===== src/design/ldd_pkg.sv =====
`timescale 1ns / 1ps

package ldd_pkg;

  localparam int THREADS  = 16;
  localparam int LOCKS    = 64;
  localparam int THREAD_W = 4;
  localparam int LOCK_W   = 6;
  localparam int MODE_W   = 2;

  typedef logic [THREAD_W-1:0] thread_t;
  typedef logic [LOCK_W-1:0]   lock_t;

  typedef enum logic [MODE_W-1:0] {
    MODE_WAIT = 2'd0,
    MODE_ACQ  = 2'd1,
    MODE_REL  = 2'd2,
    MODE_NONE = 2'd3
  } mode_e;

  typedef struct packed {
    logic    wait_set;
    logic    wait_clr;
    logic    own_set;
    logic    own_clr;
    thread_t th;
    lock_t   lk;
    logic    rd_en;
    thread_t rd_th;
  } tbl_cmd_t;

  typedef struct packed {
    logic    wait_valid;
    logic    own_valid;
    thread_t owner;
  } tbl_sts_t;

endpackage


===== src/design/ldd_in_if.sv =====
`timescale 1ns / 1ps

interface ldd_in_if;
  logic                        valid;
  logic                        ready;
  logic [ldd_pkg::MODE_W-1:0]  mode;
  ldd_pkg::thread_t            thread_index;
  ldd_pkg::lock_t              lock_index;

  modport source (output valid, output mode, output thread_index, output lock_index,
                  input ready);
  modport sink   (input valid, input mode, input thread_index, input lock_index,
                  output ready);
endinterface


===== src/design/ldd_out_if.sv =====
`timescale 1ns / 1ps

interface ldd_out_if;
  logic valid;
  logic ready;
  logic deadlock;

  modport source (output valid, output deadlock, input ready);
  modport sink   (input valid, input deadlock, output ready);
endinterface


===== src/design/ldd_ram.sv =====
`timescale 1ns / 1ps

module ldd_ram #(
  parameter int WIDTH = 4,
  parameter int DEPTH = 64
) (
  input  logic                     clk_i,
  input  logic                     we_i,
  input  logic [$clog2(DEPTH)-1:0] waddr_i,
  input  logic [WIDTH-1:0]         wdata_i,
  input  logic                     re_i,
  input  logic [$clog2(DEPTH)-1:0] raddr_i,
  output logic [WIDTH-1:0]         rdata_o
);

  logic [WIDTH-1:0] mem_q [DEPTH];
  logic [WIDTH-1:0] rdata_q;

  always_ff @(posedge clk_i) begin
    if (we_i) begin
      mem_q[waddr_i] <= wdata_i;
    end
    if (re_i) begin
      rdata_q <= mem_q[raddr_i];
    end
  end

  assign rdata_o = rdata_q;

endmodule


===== src/design/ldd_tables.sv =====
`timescale 1ns / 1ps

module ldd_tables (
  input  logic              clk_i,
  input  logic              rst_ni,
  input  ldd_pkg::tbl_cmd_t cmd_i,
  output ldd_pkg::tbl_sts_t sts_o
);
  import ldd_pkg::*;

  logic [THREADS-1:0] wait_valid_q;
  lock_t              wait_lock_q [THREADS];
  logic [LOCKS-1:0]   owner_valid_q;
  lock_t              rd_lock;
  thread_t            owner;

  always_ff @(posedge clk_i or negedge rst_ni) begin
    if (!rst_ni) begin
      wait_valid_q  <= '0;
      owner_valid_q <= '0;
    end else begin
      if (cmd_i.wait_set) begin
        wait_valid_q[cmd_i.th] <= 1'b1;
      end else if (cmd_i.wait_clr) begin
        wait_valid_q[cmd_i.th] <= 1'b0;
      end
      if (cmd_i.own_set) begin
        owner_valid_q[cmd_i.lk] <= 1'b1;
      end else if (cmd_i.own_clr) begin
        owner_valid_q[cmd_i.lk] <= 1'b0;
      end
    end
  end

  always_ff @(posedge clk_i) begin
    if (cmd_i.wait_set) begin
      wait_lock_q[cmd_i.th] <= cmd_i.lk;
    end
  end

  assign rd_lock = wait_lock_q[cmd_i.rd_th];

  ldd_ram #(
    .WIDTH(THREAD_W),
    .DEPTH(LOCKS)
  ) u_owner_ram (
    .clk_i  (clk_i),
    .we_i   (cmd_i.own_set),
    .waddr_i(cmd_i.lk),
    .wdata_i(cmd_i.th),
    .re_i   (cmd_i.rd_en),
    .raddr_i(rd_lock),
    .rdata_o(owner)
  );

  always_comb begin
    sts_o.wait_valid = wait_valid_q[cmd_i.rd_th];
    sts_o.own_valid  = owner_valid_q[rd_lock];
    sts_o.owner      = owner;
  end

endmodule


===== src/design/lock_wait_deadlock_detector_unit.sv =====
`timescale 1ns / 1ps

// Wait-for-graph deadlock detector. Each transfer on in_i is one lock event
// (wait request, acquire, release) and yields exactly one transfer on out_o
// carrying the deadlock flag. Acquire, release and unused modes go straight
// to the done state. A wait request walks the chain thread -> awaited lock ->
// owner, one hop per walk and fetch state (table lookup, then the registered
// read of the owner memory), for at most 16 hops. The input is not ready
// while a walk runs; a finished result waits in the output register without
// blocking the next transfer. The table valid flags are cleared by reset.
module lock_wait_deadlock_detector_unit (
  input logic  clk_i,
  input logic  rst_ni,
  ldd_in_if.sink    in_i,
  ldd_out_if.source out_o
);
  import ldd_pkg::*;

  localparam logic [1:0] ST_IDLE  = 2'd0;
  localparam logic [1:0] ST_WALK  = 2'd1;
  localparam logic [1:0] ST_FETCH = 2'd2;
  localparam logic [1:0] ST_DONE  = 2'd3;

  logic [1:0] state_q, state_d;
  thread_t    start_q, start_d;
  thread_t    cur_q, cur_d;
  thread_t    hop_q, hop_d;
  logic       dl_q, dl_d;
  logic       out_valid_q, out_valid_d;
  logic       out_dl_q, out_dl_d;
  logic       in_xfer;
  tbl_cmd_t   cmd;
  tbl_sts_t   sts;

  assign in_i.ready   = (state_q == ST_IDLE);
  assign in_xfer      = in_i.valid && in_i.ready;
  assign out_o.valid    = out_valid_q;
  assign out_o.deadlock = out_dl_q;

  ldd_tables u_tables (
    .clk_i (clk_i),
    .rst_ni(rst_ni),
    .cmd_i (cmd),
    .sts_o (sts)
  );

  always_comb begin
    state_d     = state_q;
    start_d     = start_q;
    cur_d       = cur_q;
    hop_d       = hop_q;
    dl_d        = dl_q;
    out_valid_d = out_valid_q;
    out_dl_d    = out_dl_q;
    cmd         = '0;
    cmd.th      = start_q;
    cmd.rd_th   = cur_q;

    if (out_valid_q && out_o.ready) begin
      out_valid_d = 1'b0;
    end

    case (state_q)
      ST_IDLE: begin
        if (in_xfer) begin
          cmd.th  = in_i.thread_index;
          cmd.lk  = in_i.lock_index;
          dl_d    = 1'b0;
          state_d = ST_DONE;
          case (in_i.mode)
            MODE_WAIT: begin
              cmd.wait_set = 1'b1;
              start_d      = in_i.thread_index;
              cur_d        = in_i.thread_index;
              hop_d        = '0;
              state_d      = ST_WALK;
            end
            MODE_ACQ: begin
              cmd.wait_clr = 1'b1;
              cmd.own_set  = 1'b1;
            end
            MODE_REL: begin
              cmd.own_clr = 1'b1;
            end
            default: begin
            end
          endcase
        end
      end
      ST_WALK: begin
        if (!sts.wait_valid || !sts.own_valid) begin
          dl_d    = 1'b0;
          state_d = ST_DONE;
        end else begin
          cmd.rd_en = 1'b1;
          state_d   = ST_FETCH;
        end
      end
      ST_FETCH: begin
        if (sts.owner == start_q) begin
          cmd.wait_clr = 1'b1;
          dl_d         = 1'b1;
          state_d      = ST_DONE;
        end else if (hop_q == THREAD_W'(THREADS - 1)) begin
          dl_d    = 1'b0;
          state_d = ST_DONE;
        end else begin
          hop_d   = hop_q + 1'b1;
          cur_d   = sts.owner;
          state_d = ST_WALK;
        end
      end
      ST_DONE: begin
        if (!out_valid_q || out_o.ready) begin
          out_valid_d = 1'b1;
          out_dl_d    = dl_q;
          state_d     = ST_IDLE;
        end
      end
      default: begin
        state_d = ST_IDLE;
      end
    endcase
  end

  always_ff @(posedge clk_i or negedge rst_ni) begin
    if (!rst_ni) begin
      state_q     <= ST_IDLE;
      out_valid_q <= 1'b0;
    end else begin
      state_q     <= state_d;
      out_valid_q <= out_valid_d;
    end
  end

  always_ff @(posedge clk_i) begin
    start_q  <= start_d;
    cur_q    <= cur_d;
    hop_q    <= hop_d;
    dl_q     <= dl_d;
    out_dl_q <= out_dl_d;
  end

endmodule


===== src/flat_wrapper.sv =====
// flat-port wrapper written by rule: the top's interface ports become plain ports
module lock_wait_deadlock_detector_unit_flat import ldd_pkg::*;
  (clk_i, rst_ni, in_i_valid, in_i_mode, in_i_thread_index, in_i_lock_index, in_i_ready, out_o_valid, out_o_deadlock, out_o_ready);
  ldd_in_if in_i_i ();
  ldd_out_if out_o_i ();
  input logic clk_i;
  input logic rst_ni;
  input wire logic [$bits(in_i_i.valid)-1:0] in_i_valid;
  input wire logic [$bits(in_i_i.mode)-1:0] in_i_mode;
  input wire logic [$bits(in_i_i.thread_index)-1:0] in_i_thread_index;
  input wire logic [$bits(in_i_i.lock_index)-1:0] in_i_lock_index;
  output wire logic [$bits(in_i_i.ready)-1:0] in_i_ready;
  output wire logic [$bits(out_o_i.valid)-1:0] out_o_valid;
  output wire logic [$bits(out_o_i.deadlock)-1:0] out_o_deadlock;
  input wire logic [$bits(out_o_i.ready)-1:0] out_o_ready;
  assign in_i_i.valid = in_i_valid;
  assign in_i_i.mode = in_i_mode;
  assign in_i_i.thread_index = in_i_thread_index;
  assign in_i_i.lock_index = in_i_lock_index;
  assign in_i_ready = in_i_i.ready;
  assign out_o_valid = out_o_i.valid;
  assign out_o_deadlock = out_o_i.deadlock;
  assign out_o_i.ready = out_o_ready;
  lock_wait_deadlock_detector_unit u_core (.clk_i(clk_i), .rst_ni(rst_ni), .in_i(in_i_i), .out_o(out_o_i));
endmodule

===== config.mk =====
export PLATFORM = sky130hd
export DESIGN_NAME = lock_wait_deadlock_detector_unit_flat
export DESIGN_NICKNAME = d
export VERILOG_FILES = /design/src/design/ldd_pkg.sv /design/src/design/ldd_in_if.sv /design/src/design/ldd_out_if.sv /design/src/design/ldd_ram.sv /design/src/design/ldd_tables.sv /design/src/design/lock_wait_deadlock_detector_unit.sv /design/src/flat_wrapper.sv
export SDC_FILE = /design/constraint.sdc
export NUM_CORES = 1
export LEC_CHECK = 0
export ABC_AREA = 1
export BUFFER_PORTS_ARGS = -buffer_cell sky130_fd_sc_hd__buf_2
export CAP_MARGIN = 20
export CORE_MARGIN = 2
export CORE_UTILIZATION = 30
export CTS_CLUSTER_DIAMETER = 40
export DETAILED_ROUTE_END_ITERATION = 7
export HOLD_SLACK_MARGIN = 0.08
export PLACE_DENSITY = 0.49
export SYNTH_ARGS = -nofsm -noshare
export SYNTH_HDL_FRONTEND = slang
export SYNTH_SLANG_ARGS = --single-unit
export TNS_END_PERCENT = 30

===== constraint.sdc =====
create_clock -name clk_i -period 5.2 [get_ports clk_i]
set_input_delay 1.04 -clock clk_i [delete_from_list [all_inputs] [get_ports clk_i]]
set_output_delay 1.04 -clock clk_i [all_outputs]
set_load 0.05 [all_outputs]

==> results.cfg, run 1 <==
[die]
pin_count = 19
initial_core_util_pct = 30.3
die-width_um = 262
die_height_um = 262
design.core.area_um2 = 65900
rows = 94
dieArea_um2 = 68700

[finish]
antennaDiodeCount = 0
fillCellCount = 6558
area_growth_pct = 18.0
final_area_um2 = 23600
stdcell_count = 2799
final_util_pct = 35.8
drive_gt1_share_pct = 11.6
final_nets = 1888

[synthesis]
synth-seq-area-share_pct = 66.4
synth_ff_type = edfxtp_1
ys_warn_count = 0
avgSynthCellArea_um2 = 10.8
syn_inst = 1854
synth.distinct_cells = 37
yosys.area.top_type = edfxtp_1
synthTopCellsByArea = edfxtp_1, dfrtp_1, nand2_1
async_reset_ff_share_pct = 18.2
synth_fp_nets = 1871
synth_top_area_share_pct = 55.6
synth_edf_count = 370
synth_most_common_cell = edfxtp_1
synth_seq_cells = 457
synth_common_cells = edfxtp_1, nand2_1, nand3_1, nor2_1, o21ai_0
netlist_area_um2 = 20000

[setup_path]
cpMostUsedCell = nand3_1
worstSetupStartpointType = flip-flop
cp_num_buf_inv = 4
endpoint_kind = flip-flop
reg2reg_slack_ns = 1.17
path_cells = inv_2 > buf_4 > nand2_1 > nand3_1 > nand3_1 > nand3_4 > nand2_4 > inv_2 > buf_4 > nor2_1 > o22ai_1 > o211ai_1 > nand3_1 > nand3_1 > nand2_1
crit_family = buffers and inverters
worst-setup-path-type = reg -> reg
worstSetupPathDepth = 15
r2r-end = u_core.u_tables.u_owner_ram.rdata_o[3]$_DFFE_PP_
crit_fanout = 41
arrival_ns = 4.47
slowest_stage = inv_2
cp_slowest_stage_delay_ns = 0.70
reg2reg_depth = 15
cp.required_ns = 5.63

[clock_network]
cts_tree = yes
clock_latency_ns = 0.61
clk_pin_slew_ns = 0.05
cts_resized = 0
cts_hold_buf = 0
cts_inserted_buffers = 76
cts_buffer_depth = 3
clockRootBuffer = clkbuf_16
post_cts_buffers = 0
clock-sinks = 457
htreeDepth = 3

[sta]
clock.fmax_mhz = 248
rsz0062_at_grt = false
tightest_slew_ns = 1.07
slew_viol_final = 0
skew_ns = 0.0250
fin_ws_ns = 1.17
slew_headroom_pct = 28.7
post-route-min-period_ns = 4.03
setup_violations = 0
whs_ns = 0.485
fin_crit_sh_pct = 77.6
final-hold-violation-count = 0
setup-tns-final_ns = 0

[drt]
wl_mm = 54.7
drt_pass1_iterations = 5
avgRoutedWirePerCell_um = 19.6
drc_errors = 0
drtIter0Drc = 1277
vias = 14175
ant_nets = 0
avgViaCountPerCell = 5.06

[pwr]
p_per_area_nw_per_um2 = 654
irDropWorstVdd_uv = 483
power.total_mw = 15.4
p_leak_nw = 8.13

[global_routing]
grt.total_usage_pct = 16.0
grt_max_degree = 109
antenna_found_initial = 2
grt_pass1_wl_mm = 84.0
gr-total-overflow = 0
grt_pass1_vias = 14086

[status]
outcome = finished clean

[hold_path]
hold_depth = 2
hold_path_class = reg -> reg

[place]
hpwl_mm = 33.5
place_area_um2 = 20900
place_ws_ns = 1.12
port_buffers = 18
gp_congestion = 0.825
place_inst = 2657

[flow_run]
cap_violations = 0
## kinds of logic (layout without fill, tap and decap cells)
kind of cell    Yosys count  in the layout  share of synthesized area [%]
xor+xnor                  4              4                          0.175
compound gates          367            367                           10.9
simple gates            811            811                           17.5
fa+ha+maj                 1              1                         0.0626
mux                       1              1                         0.0564
buf+inv                 213            294                           4.88
flops                   457            457                           66.4
## how the worst max path moves through the flow
| stage | from | end | slack [ns] |
|---|---|---|---|
| 3_3_place_gp | in_i_valid | u_core.u_tables.wait_lock_q[6][5]$_DFFE_PP_ | 1.04 |
| 5_1_grt | flip-flop | u_core.dl_q$_SDFFCE_PN0P_ | 0.73 |
| 2_1_floorplan | u_core.state_q[0]$_DFFE_PN0P_ | u_core.u_tables.wait_lock_q[6][0]$_DFFE_PP_ | 1.65 |
| 4_1_cts | flip-flop | u_core.u_tables.u_owner_ram.rdata_o[2]$_DFFE_PP_ | 1.17 |
| 6_report | flip-flop | u_core.u_tables.u_owner_ram.rdata_o[3]$_DFFE_PP_ | 1.17 |
| 3_5_place_dp | in_i_valid | u_core.u_tables.wait_lock_q[6][2]$_DFFE_PP_ | 1.12 |
## worst reg2reg max path, stage by stage (launching register included)
cell and delay, ns:
dfxtp_1 0.31, inv_2 0.49, buf_4 0.31, nand2_1 0.07
nand3_1 0.09, nand3_1 0.17, nand3_4 0.20, nand2_4 0.17
inv_2 0.70, buf_4 0.43, nor2_1 0.09, o22ai_1 0.23
o211ai_1 0.11, nand3_1 0.21, nand3_1 0.13, nand2_1 0.15
## placed cells by master (no fill, tap or decap), types with 8 or more instances in the layout
cell type and n:
a21oi_1 23, inv_2 12, clkinvlp_4 9, clkinv_4 10, buf_4 43, o211ai_1 100, buf_2 17, dfrtp_1 83
o21ai_0 167, edfxtp_1 370, inv_1 77, clkinv_2 9, inv_6 10, o22ai_1 35, clkbuf_16 80, nand3_1 240
nand2_1 324, bufinv_16 8, nor2_1 196, or2_0 21, o21ai_1 29, or2_1 11
## layer usage
| layer | GRT usage (%) | part of all wire [%] |
|---|---|---|
| met5 | 0 | 0 |
| met4 | 4.83 | 2.4 |
| met3 | 2.93 | 5.8 |
| met2 | 26.4 | 47 |
| met1 | 21.5 | 44 |
## power breakdown
| group | leakage [nW] | switching [mW] | total, mW | internal (mW) |
|---|---|---|---|---|
| clock network | 1.28 | 1.90 | 5.16 | 3.26 |
| logic | 2.27 | 4.24 | 5.89 | 1.65 |
| registers | 4.58 | 0.115 | 4.36 | 4.25 |
| total | 8.13 | 6.25 | 15.4 | 9.16 |
## area by class of cell
class	count	area (um^2)	share of cell area, %
sequential	457	13300	56.3
multi-input combinational	1184	5760	24.4
clock buffer	85	2020	8.58
tap	864	1080	4.59
clock inverter	57	633	2.69
timing repair buffer	63	468	1.99
inverter	89	334	1.42
(Power assumes the default switching activity.)
==> run 2, diff against run 1 <==
--- a/config.mk
+++ b/config.mk
@@ -13,7 +13,7 @@
 export CTS_CLUSTER_DIAMETER = 40
 export DETAILED_ROUTE_END_ITERATION = 7
 export HOLD_SLACK_MARGIN = 0.08
-export PLACE_DENSITY = 0.49
+export PLACE_DENSITY = 0.5
 export SYNTH_ARGS = -nofsm -noshare
 export SYNTH_HDL_FRONTEND = slang
 export SYNTH_SLANG_ARGS = --single-unit
==> constraint.sdc (replaced) <==
create_clock -name clk_i -period 3.3 [get_ports clk_i]
set_input_delay 0.66 -clock clk_i [delete_from_list [all_inputs] [get_ports clk_i]]
set_output_delay 0.66 -clock clk_i [all_outputs]
set_load 0.05 [all_outputs]
==> run 2 against run 1 <==
First-iteration DRC count is 8.1% higher. Sequential power up 57%. Total power grew 58%. Combinational power rose by 65%. Cell area increased by 1.3%. Clock skew up 0.0092 ns. Critical endpoint is now u_core.u_tables.u_owner_ram.rdata_o[2]$_DFFE_PP_. Sequential cell count did not move. Cell count is 1.1% higher. Register-to-register slack worse by 0.94 ns. Setup slack worse by 0.94 ns.
==> results.cfg, run 2 (same netlist as run 1, synthesis figures left out) <==
[sta]
setup_violations = 0
final-hold-violation-count = 0
post-route-min-period_ns = 3.07
tightest_slew_ns = 0.879
rsz0062_at_grt = false
skew_ns = 0.0341
fin_ws_ns = 0.230
clock.fmax_mhz = 326
slew_headroom_pct = 41.4
slew_viol_final = 0
fin_crit_sh_pct = 93.0
setup-tns-final_ns = 0

[pwr]
p_sw_mw = 9.77
irDropWorstVdd_uv = 1110
internal_power_mw = 14.6
p_leak_nw = 8.29
switching_share_pct = 40.0
pwr-share-comb_pct = 39.7
p_per_area_nw_per_um2 = 1020
p_clk_share_pct = 32.2
power_frac_seq_pct = 28.1

[place]
gp_congestion = 0.860
port_buffers = 18
hpwl_mm = 34.2
place_area_um2 = 21300
place_ws_ns = 0.130
place_inst = 2692

[global_routing]
antenna_found_initial = 2
use_met1_pct = 21.7
busiest_layer = met2
grt.total_usage_pct = 16.1
grtUsageMet2_pct = 25.7
grt_pass1_wl_mm = 84.0
grt_pass1_vias = 14199
gr-total-overflow = 0
use_met3_pct = 3.24
grt_max_degree = 129

[die]
pin_count = 19
dieArea_um2 = 68700
rows = 94
design.core.area_um2 = 65900
initial_core_util_pct = 30.3
die-width_um = 262
die_height_um = 262

[clock_network]
clockRootBuffer = clkbuf_16
cts_inserted_buffers = 74
clock_latency_ns = 0.63
post_cts_buffers = 0
clk_pin_slew_ns = 0.05
htreeDepth = 3
clock-sinks = 457
cts_buffer_depth = 3
cts_tree = yes

[finish]
area_growth_pct = 19.4
stdcell_count = 2830
final_common_cell = edfxtp_1
final_area_um2 = 23900
drive_gt1_share_pct = 13.0
final_cell_mix = edfxtp_1, nand2_1, nand3_1
final_util_pct = 36.2
final_nets = 1922
antennaDiodeCount = 0

[setup_path]
cp.required_ns = 3.64
slowest_stage = inv_2
crit_fanout = 33
path_cells = buf_4 > buf_4 > nand2_1 > nand3_1 > nand3_1 > nand3_1 > nand2_2 > inv_2 > buf_4 > o211ai_1 > o211ai_1 > nand3_1 > nand3_1 > nand2_1
endpoint_kind = flip-flop
arrival_ns = 3.41
worstSetupStartpointType = flip-flop
worst-setup-path-type = reg -> reg
cpMostUsedCell = nand3_1
cp_slowest_stage_delay_ns = 0.38

[drt]
vias = 14200
avgViaCountPerCell = 5.02
drt_pass1_iterations = 5
wl_mm = 54.4
drtIter0Drc = 1381
ant_nets = 0
avgRoutedWirePerCell_um = 19.2
drc_errors = 0

[status]
outcome = finished clean

[hold_path]
hold_path_class = in -> reg

[flow_run]
cap_violations = 0
==> run 2: cell count changes in the layout (fill, tap and decap cells not counted), sizes merged <==
| cell | delta |
|---|---|
| buf | +35 |
| clkbuf | -4 |
| clkinv | -5 |
| clkinvlp | +3 |
| dlygate4sd3 | +1 |
| inv | +1 |
==> run 2: per-stage QoR <==
step / hold slack, ns / power [mW]
floorplan: 0.364 / 13.4
finish: 0.270 / 24.4
global route: 0.246 / 25.8
detailed placement: 0.473 / 16.6
global placement: 0.468 / 16.6
CTS: 0.230 / 24.6
==> run 2: final cells by class <==
type | count | area [um^2]
Clock buffer | 81 | 1940
Clock inverter | 56 | 619
Fill cell | 6495 | 42000
Inverter | 89 | 338
Multi-Input combinational cell | 1184 | 5760
Sequential cell | 457 | 13300
Tap cell | 864 | 1080
Timing Repair Buffer | 99 | 853
==> run 2: routing by layer <==
| metal | share of wire, % | routed length, um |
|---|---|---|
| met3 | 5.8 | 3160 |
| met4 | 3.1 | 1670 |
| met5 | 0 | 0 |
| met2 | 46 | 25200 |
| met1 | 45 | 24400 |
==> run 2: final timing paths <==
check,depth (start not counted),slack (ns),startpoint,end
min reg2reg,2,0.48,flip-flop,flip-flop
max,14,0.23,flip-flop,u_core.u_tables.u_owner_ram.rdata_o[2]$_DFFE_PP_
min,1,0.27,in_i_thread_index[2],u_core.start_q[2]$_DFFE_PP_
max in group asynchronous,3,2.00,rst_ni,async pin
max reg2reg,14,0.23,flip-flop,u_core.u_tables.u_owner_ram.rdata_o[2]$_DFFE_PP_
min in group asynchronous,2,0.55,rst_ni,async pin
==> run 2: power by group through the flow <==
stage | logic (mW) | clock network [mW] | registers [mW]
floorplan | 6.47 | 0 | 6.93
global placement | 9.61 | 0 | 6.95
detailed placement | 9.68 | 0 | 6.95
CTS | 9.71 | 8.02 | 6.84
global route | 10.6 | 8.28 | 6.86
finish | 9.69 | 7.86 | 6.84
==> run 2: what timing repair did <==
item,4_1_cts,5_1_grt
hold buffers,1,0
endpoints found under the hold margin,27,0
gates resized for setup,0,2
endpoints found under the setup margin,0,7
==> run 2: critical path, delay by kind of cell (launching register included) <==
kind            cells  cell delay [ns]
buf+inv             4             1.36
simple gates        8             0.78
flops               1             0.34
compound gates      2             0.28
